### src/rtl/dpod_pkg.sv
// Shared types, constants and helper functions for the date period overlap block.
package dpod_pkg;

  // Field widths
  localparam int unsigned YEAR_W   = 14;
  localparam int unsigned MONTH_W  = 4;
  localparam int unsigned DAY_W    = 5;
  localparam int unsigned SHARED_W = 22;

  // Linear day number: 365 * 16383 plus leap days and day of year fits in 23 bits
  localparam int unsigned DNUM_W = 23;

  // Quotient of a year-sized value by 100 (at most 164)
  localparam int unsigned QUO_W = 8;

  // Reciprocal of 100, exact for operands below 43690
  localparam logic [12:0] RECIP_100   = 13'd5243;
  localparam int unsigned RECIP_SHIFT = 19;

  localparam logic [SHARED_W-1:0] SHARED_MAX = {SHARED_W{1'b1}};

  // Calendar constants
  localparam logic [8:0] DAYS_PER_YEAR = 9'd365;
  localparam logic [3:0] MONTH_JAN     = 4'd1;
  localparam logic [3:0] MONTH_DEC     = 4'd12;
  localparam logic [3:0] IDX_FEB       = 4'd1;

  typedef struct packed {
    logic [YEAR_W-1:0]  year;
    logic [MONTH_W-1:0] month;
    logic [DAY_W-1:0]   day;
  } date_t;

  typedef logic [DNUM_W-1:0] dnum_t;

  // Days in the months that precede the month with the given zero-based index
  function automatic logic [8:0] days_before_month(input logic [3:0] idx);
    logic [8:0] res;
    case (idx)
      4'd0:    res = 9'd0;
      4'd1:    res = 9'd31;
      4'd2:    res = 9'd59;
      4'd3:    res = 9'd90;
      4'd4:    res = 9'd120;
      4'd5:    res = 9'd151;
      4'd6:    res = 9'd181;
      4'd7:    res = 9'd212;
      4'd8:    res = 9'd243;
      4'd9:    res = 9'd273;
      4'd10:   res = 9'd304;
      default: res = 9'd334;
    endcase
    return res;
  endfunction

  // Floor division by 100 through a reciprocal multiply
  function automatic logic [QUO_W-1:0] div100(input logic [YEAR_W:0] v);
    logic [YEAR_W+13:0] prod;
    prod = {13'd0, v} * {{(YEAR_W+1){1'b0}}, RECIP_100};
    return prod[RECIP_SHIFT+QUO_W-1:RECIP_SHIFT];
  endfunction

endpackage

### src/rtl/dpod_daynum.sv
// Three-stage pipeline that turns one Gregorian date into a linear day number.
module dpod_daynum (
  input  logic           clk,
  input  logic           rst_n,
  input  logic           vld_i,
  input  dpod_pkg::date_t date_i,
  output logic           vld_o,
  output dpod_pkg::dnum_t dnum_o
);
  import dpod_pkg::*;

  // Stage 1 registers
  logic               vld1_r;
  logic [YEAR_W-1:0]  year1_r;
  logic [3:0]         midx1_r;
  logic [DAY_W-1:0]   day1_r;
  logic [QUO_W-1:0]   qceil1_r;
  logic [QUO_W-1:0]   qfloor1_r;
  logic [3:0]         midx1_nxt;

  // Stage 2 registers
  logic               vld2_r;
  dnum_t              base2_r;
  logic [9:0]         doy2_r;
  dnum_t              base2_nxt;
  logic [9:0]         doy2_nxt;
  logic               leap2;
  logic               cent2;

  // Stage 3 registers
  logic               vld3_r;
  dnum_t              dnum3_r;

  // Clamp the month into January..December and make it zero based
  always_comb begin
    if (date_i.month < MONTH_JAN) begin
      midx1_nxt = 4'd0;
    end else if (date_i.month > MONTH_DEC) begin
      midx1_nxt = MONTH_DEC - 4'd1;
    end else begin
      midx1_nxt = date_i.month - 4'd1;
    end
  end

  // Stage 1: take ceil and floor of year / 100
  always_ff @(posedge clk) begin
    if (!rst_n) begin
      vld1_r <= 1'b0;
    end else begin
      vld1_r <= vld_i;
    end
    year1_r   <= date_i.year;
    midx1_r   <= midx1_nxt;
    day1_r    <= date_i.day;
    qceil1_r  <= div100({1'b0, date_i.year} + (YEAR_W+1)'(99));
    qfloor1_r <= div100({1'b0, date_i.year});
  end

  // Century year when ceil and floor agree; leap by the 4/100/400 rule
  always_comb begin
    cent2 = (qceil1_r == qfloor1_r);
    leap2 = (year1_r[1:0] == 2'b00 && !cent2) || (cent2 && qfloor1_r[1:0] == 2'b00);
    // leap days in years 0 .. y-1: ceil(y/4) - ceil(y/100) + ceil(y/400)
    base2_nxt = DNUM_W'(year1_r) * DNUM_W'(DAYS_PER_YEAR)
              + DNUM_W'(({1'b0, year1_r} + (YEAR_W+1)'(3)) >> 2)
              - DNUM_W'(qceil1_r)
              + DNUM_W'(({1'b0, qceil1_r} + 9'd3) >> 2);
    doy2_nxt  = 10'(days_before_month(midx1_r))
              + 10'(leap2 && midx1_r > IDX_FEB)
              + 10'(day1_r);
  end

  // Stage 2: year base and day of year
  always_ff @(posedge clk) begin
    if (!rst_n) begin
      vld2_r <= 1'b0;
    end else begin
      vld2_r <= vld1_r;
    end
    base2_r <= base2_nxt;
    doy2_r  <= doy2_nxt;
  end

  // Stage 3: add up the day number
  always_ff @(posedge clk) begin
    if (!rst_n) begin
      vld3_r <= 1'b0;
    end else begin
      vld3_r <= vld2_r;
    end
    dnum3_r <= base2_r + DNUM_W'(doy2_r);
  end

  assign vld_o  = vld3_r;
  assign dnum_o = dnum3_r;

endmodule

### src/rtl/dpod_overlap.sv
// Two-stage pipeline that intersects two day-number intervals and counts shared days.
module dpod_overlap (
  input  logic                              clk,
  input  logic                              rst_n,
  input  logic                              vld_i,
  input  dpod_pkg::dnum_t                   s1_i,
  input  dpod_pkg::dnum_t                   e1_i,
  input  dpod_pkg::dnum_t                   s2_i,
  input  dpod_pkg::dnum_t                   e2_i,
  output logic                              vld_o,
  output logic [dpod_pkg::SHARED_W-1:0]     shared_o
);
  import dpod_pkg::*;

  logic                vld1_r;
  dnum_t               lo1_r;
  dnum_t               hi1_r;
  logic                ok1_r;

  logic                vld2_r;
  logic [SHARED_W-1:0] shared2_r;
  logic [SHARED_W-1:0] shared2_nxt;
  logic [DNUM_W:0]     span2;

  // Stage 1: later start, earlier end, both periods non-empty
  always_ff @(posedge clk) begin
    if (!rst_n) begin
      vld1_r <= 1'b0;
    end else begin
      vld1_r <= vld_i;
    end
    lo1_r <= (s1_i > s2_i) ? s1_i : s2_i;
    hi1_r <= (e1_i < e2_i) ? e1_i : e2_i;
    ok1_r <= (e1_i >= s1_i) && (e2_i >= s2_i);
  end

  // Count both ends and saturate at the field's maximum
  always_comb begin
    span2       = {1'b0, hi1_r} - {1'b0, lo1_r} + (DNUM_W+1)'(1);
    shared2_nxt = '0;
    if (ok1_r && hi1_r >= lo1_r) begin
      if (span2 > (DNUM_W+1)'(SHARED_MAX)) begin
        shared2_nxt = SHARED_MAX;
      end else begin
        shared2_nxt = span2[SHARED_W-1:0];
      end
    end
  end

  // Stage 2: result register
  always_ff @(posedge clk) begin
    if (!rst_n) begin
      vld2_r <= 1'b0;
    end else begin
      vld2_r <= vld1_r;
    end
    shared2_r <= shared2_nxt;
  end

  assign vld_o    = vld2_r;
  assign shared_o = shared2_r;

endmodule

### src/rtl/date_period_overlap_days_top.sv
// Top level of the date period overlap counter: four date lanes and the overlap stage.
//
// Takes two Gregorian date periods per transfer and returns the number of days they
// share, counting both ends (zero when they do not meet or a period is empty). A new
// transfer can start in every cycle; busy stays low. Each result appears on the out_
// ports for exactly one cycle, marked by out_valid: the four dates are first converted
// to day numbers in parallel lanes, then the intervals are intersected and counted.
// The receiver cannot stall, so results must be taken as they come. Results leave in
// the order the transfers were started.
module date_period_overlap_days_top (
  input  logic        clk,
  input  logic        rst_n,
  input  logic        start,
  output logic        busy,
  input  logic [13:0] in_first_start_year,
  input  logic [3:0]  in_first_start_month,
  input  logic [4:0]  in_first_start_day,
  input  logic [13:0] in_first_end_year,
  input  logic [3:0]  in_first_end_month,
  input  logic [4:0]  in_first_end_day,
  input  logic [13:0] in_second_start_year,
  input  logic [3:0]  in_second_start_month,
  input  logic [4:0]  in_second_start_day,
  input  logic [13:0] in_second_end_year,
  input  logic [3:0]  in_second_end_month,
  input  logic [4:0]  in_second_end_day,
  output logic        out_valid,
  output logic [21:0] out_shared_days
);
  import dpod_pkg::*;

  logic  accept;
  date_t d_s1;
  date_t d_e1;
  date_t d_s2;
  date_t d_e2;
  logic  dn_vld;
  logic  dn_vld_s1;
  logic  dn_vld_e1;
  logic  dn_vld_s2;
  logic  dn_vld_e2;
  dnum_t dn_s1;
  dnum_t dn_e1;
  dnum_t dn_s2;
  dnum_t dn_e2;

  // Pipeline never holds off a transfer
  assign busy   = 1'b0;
  assign accept = start && !busy;

  // Bundle the date fields
  assign d_s1 = '{year: in_first_start_year,  month: in_first_start_month,
                  day: in_first_start_day};
  assign d_e1 = '{year: in_first_end_year,    month: in_first_end_month,
                  day: in_first_end_day};
  assign d_s2 = '{year: in_second_start_year, month: in_second_start_month,
                  day: in_second_start_day};
  assign d_e2 = '{year: in_second_end_year,   month: in_second_end_month,
                  day: in_second_end_day};

  // Date lanes; all four advance in lockstep
  dpod_daynum u_dn_s1 (
    .clk    (clk),
    .rst_n  (rst_n),
    .vld_i  (accept),
    .date_i (d_s1),
    .vld_o  (dn_vld_s1),
    .dnum_o (dn_s1)
  );

  dpod_daynum u_dn_e1 (
    .clk    (clk),
    .rst_n  (rst_n),
    .vld_i  (accept),
    .date_i (d_e1),
    .vld_o  (dn_vld_e1),
    .dnum_o (dn_e1)
  );

  dpod_daynum u_dn_s2 (
    .clk    (clk),
    .rst_n  (rst_n),
    .vld_i  (accept),
    .date_i (d_s2),
    .vld_o  (dn_vld_s2),
    .dnum_o (dn_s2)
  );

  dpod_daynum u_dn_e2 (
    .clk    (clk),
    .rst_n  (rst_n),
    .vld_i  (accept),
    .date_i (d_e2),
    .vld_o  (dn_vld_e2),
    .dnum_o (dn_e2)
  );

  // Combine the lane valid bits
  assign dn_vld = dn_vld_s1 & dn_vld_e1 & dn_vld_s2 & dn_vld_e2;

  // Intersect and count
  dpod_overlap u_overlap (
    .clk      (clk),
    .rst_n    (rst_n),
    .vld_i    (dn_vld),
    .s1_i     (dn_s1),
    .e1_i     (dn_e1),
    .s2_i     (dn_s2),
    .e2_i     (dn_e2),
    .vld_o    (out_valid),
    .shared_o (out_shared_days)
  );

`ifndef SYNTHESIS
  // Every transfer yields a result
  a_start_to_result: assert property (@(posedge clk) disable iff (!rst_n)
    accept |-> ##5 out_valid)
    else $error("transfer produced no result");

  // No result without an earlier transfer
  a_result_from_start: assert property (@(posedge clk) disable iff (!rst_n)
    out_valid |-> $past(accept, 5))
    else $error("result without transfer");

  // Reset flushes the pipeline
  a_reset_flush: assert property (@(posedge clk)
    !rst_n |=> !out_valid)
    else $error("result right after reset");

  // Lanes stay aligned
  a_lanes_aligned: assert property (@(posedge clk) disable iff (!rst_n)
    (dn_vld_s1 == dn_vld_e1) && (dn_vld_s1 == dn_vld_s2) && (dn_vld_s1 == dn_vld_e2))
    else $error("date lanes out of step");
`endif

endmodule

### config.mk
export PLATFORM = sky130hd
export DESIGN_NAME = date_period_overlap_days_top
export DESIGN_NICKNAME = d
export VERILOG_FILES = /design/src/rtl/dpod_pkg.sv /design/src/rtl/dpod_daynum.sv /design/src/rtl/dpod_overlap.sv /design/src/rtl/date_period_overlap_days_top.sv
export SDC_FILE = /design/constraint.sdc
export NUM_CORES = 2
export LEC_CHECK = 0
export BUFFER_PORTS_ARGS = -buffer_cell sky130_fd_sc_hd__buf_2
export CAP_MARGIN = 5
export CORE_AREA = 5 5 387 389
export CTS_CLUSTER_DIAMETER = 80
export DETAILED_ROUTE_END_ITERATION = 12
export DIE_AREA = 0 0 392 394
export GPL_ROUTABILITY_DRIVEN = 0
export GPL_TIMING_DRIVEN = 0
export PLACE_DENSITY = 0.67
export SLEW_MARGIN = 20
export SYNTH_ARGS = -nofsm -noshare
export SYNTH_HDL_FRONTEND = slang
export SYNTH_SLANG_ARGS = --single-unit
### constraint.sdc
create_clock -name clk -period 10.8 [get_ports clk]
set_input_delay 1.08 -clock clk [delete_from_list [all_inputs] [get_ports clk]]
set_output_delay 1.08 -clock clk [all_outputs]
set_load 0.05 [all_outputs]
==> metrics.md <==
| Metric | Value |
|---|---|
| Buf/Inv on CP | `7` |
| Outcome | `completed` |
| CTS tree | `done` |
| Synth top area share | `0.273` |
| Cells after Synth | `6601` |
| Most frequent CP cell | `inv_1` |
| Layout cells sized above 1 | `0.0419` |
| Worst Setup EP | `u_dn_s1.qceil1_r[7]` |
| Buffers on Ports | `117` |
| Max-Cap Viols | `0` |
| Count leader, synth | `inv_1` |
| Max Root-Sink Buffers | `3` |
| Req. time, crit path | `11330 ps` |
| Die W | `392 um` |
| Clock Pin Slew Worst Setup and Hold Paths | `60 ps` |
| Sequential fraction of the synthesis area | `0.142` |
| Final Hold Viols | `0` |
| Setup TNS | `0 ps` |
| Vias per cell | `4.85` |
| Maximum clock rate | `122 MHz` |
| Critical Path Fanout Max | `9` |
| Total number of H-tree levels | `2` |
| Global-route wire length before repair | `224000 um` |
| Worst hold path type | `flip-flop to flip-flop` |
| Final setup fails | `0` |
| Die area | `0.154 mm2` |
| Max Clock Skew | `18.7 ps` |
| Fin worst setup slack | `2620 ps` |
| Tcrit/Tclk final | `0.757` |
| Gr usage total | `0.174` |
| Slowest CP cell | `xnor2_1` |
| M1 GR Usage | `0.238` |
| Slew headroom | `0.295` |
| Max-slew violations | `0` |
| CTS Root Cell | `clkbuf_16` |
| Net count, final | `9105` |
| Most area-hungry cell type in the Yosys netlist | `ha_1` |
| Worst-skew pair later-pin latency | `610 ps` |
| Post-layout minimum cycle time | `8180 ps` |
| Net Count, Synth | `8932` |
| Initial DRC Count | `1810` |
| Vias in the first global route | `45500` |
| Top cells by area, synth | `ha_1 27%, fa_1 26%, dfxtp_1 14%` |
| Via count of the routed design | `42500` |
| GR Util met2 | `0.297` |
| Routed len/inst | `14.9 um` |
| Synth unique cells | `84` |
| EDFF count, synth | `0` |
| Most common flop cell mapped by yosys | `dfxtp_1` |
| Commonest cells post-synth | `1762 x inv_1, 1395 x ha_1, 841 x fa_1` |
| Flop-to-flop setup slack | `4450 ps` |
| Reg2reg start | `u_dn_e2.year1_r[0]` |
| Initial Util | `0.436` |
| Final HPWL DP | `115000 um` |
| CTS buffer count | `54` |
| Grt peak-use layer | `met2` |
| Synth warn | `0` |
| CP Data Arrival Time | `8700 ps` |
| Unrepaired setup endpoints after global routing | `no` |
| Final WL | `131000 um` |
| Post-CTS sizing | `0` |
| Residual DRC | `0` |
| Floorplan row count | `141` |
| Seq cells post-synth | `454` |
| Family with the most delay on the worst path | `adder cells` |
| R2R cell count | `20` |
| IO Pins | `119` |
| Layout area overhead | `7.86%` |
| Clk sinks | `454` |
| Total core area | `0.146 mm2` |
| Pin count of the biggest net entering global routing | `15` |
| Critical path's largest stage delay | `750 ps` |
| Worst Setup Start Kind | `input port` |
| Global routing usage on met3 | `0.0170` |
| Mapped Area | `0.0639 mm2` |
| Crit. path cell count | `26` |
| Total congestion overflow | `0` |
| Initial antenna violation count | `6` |
| Setup crit start | `in_first_start_year[0]` |
| Setup Buffers After CTS | `0` |
| Reg-to-reg endpoint | `u_dn_e2.base2_r[21]` |
| Place WS | `1990 ps` |
| Die height | `394 um` |
| First-pass DRT Iterations | `5` |
| CP endpoint kind | `flip-flop` |
| Mean Syn Cell Area | `9.67 um2` |
| Slew @ Worst Pin | `1050 ps` |
| Antenna Violating Nets Remaining | `0` |
| Crit Path Class | `input port to flip-flop` |
| Async SR Flop Fraction | `0` |
| Post-CTS Hold Buffers | `0` |
==> stage by stage <==
stage / hold slack, ps / std cells / util / instance area [um2]
floorplan: 406 / 6601 / - / 63900
global placement: 415 / 8648 / 0.457 / 66900
detailed placement: 427 / 8648 / 0.457 / 66900
CTS: 431 / 8750 / 0.470 / 68900
global route: 451 / 8753 / 0.470 / 68900
finish: 428 / 8754 / 0.470 / 68900
==> sequential cells by signal, summed over array words and instances (netlist names), 10 cells and up <==
name	flops
u_dn_e2.dnum_o	23
u_overlap.lo1_r	23
u_dn_e2.base2_r	23
u_dn_e1.year1_r	14
u_dn_s1.base2_r	23
u_dn_s1.doy2_r	10
u_dn_e2.doy2_r	10
u_dn_e1.doy2_r	10
u_dn_e2.year1_r	14
u_dn_s1.year1_r	14
u_dn_s2.dnum_o	23
u_overlap.shared_o	22
u_dn_e1.dnum_o	23
u_dn_s2.year1_r	14
u_dn_s2.base2_r	23
u_overlap.hi1_r	23
u_dn_s1.dnum_o	23
u_dn_e1.base2_r	23
u_dn_s2.doy2_r	10
==> placed cells by master, fill, tap and decap left out, types with 24 or more instances in the layout <==
master	n
nand3_1	80
and2_1	24
a21oi_1	230
o21a_1	24
o21bai_1	44
ha_1	1395
dfxtp_1	454
nand2_1	181
and3_1	30
nor3_1	58
a21o_1	141
mux2i_1	30
nand4_1	50
o21ai_0	147
fa_1	841
nor2b_1	62
nor2_1	225
nand2b_1	43
inv_1	1762
xnor2_1	356
clkbuf_16	57
buf_2	119
xor2_1	112
==> per-layer routing <==
| metal | up-vias | wire, um |
|---|---|---|
| met5 | - | 0 |
| met4 | 0 | 2870 |
| met3 | 152 | 4570 |
| met2 | 629 | 61700 |
| met1 | 20600 | 61400 |
| li1 | 21200 | - |
==> worst min-delay path by stage <==
stage / startpoint / to / slack (ps) / depth (start not counted)
after floorplan: u_overlap.vld1_r / u_overlap.vld_o / 410 / 1
after global placement: u_overlap.vld1_r / u_overlap.vld_o / 420 / 1
after detailed placement: u_dn_s2.vld1_r / u_dn_e2.vld2_r / 430 / 1
after CTS: u_dn_e2.base2_r[22] / u_dn_e2.dnum_o[22] / 430 / 1
after global routing: u_dn_e2.base2_r[22] / u_dn_e2.dnum_o[22] / 450 / 1
final: u_dn_e2.base2_r[22] / u_dn_e2.dnum_o[22] / 430 / 1
==> kinds of logic after synthesis <==
family	after synthesis	synth area share
DFF	454	0.142
muxes	53	0.00876
and+or+nand+nor	825	0.0634
xor gates and xnor gates	469	0.0643
buffers and inverters	1787	0.105
AOI/OAI and AO/OA	776	0.0788
adders and majority gates	2236	0.537
other	1	0.0000587
==> area by class of cell <==
class / count / area [um2]
diodes: 4 / 10.0
plain buffers: 23 / 108
clock buffers: 63 / 1490
clock inverters: 39 / 512
fillers: 13600 / 77500
inverters: 1764 / 6620
multi-input cells: 4360 / 48100
flip-flops and latches: 454 / 9090
well taps: 1930 / 2410
repair buffers: 117 / 586
Power is left out: the tool's default activity adds up to more than one toggle a clock period on the data nets, which glitch-free logic cannot reach.
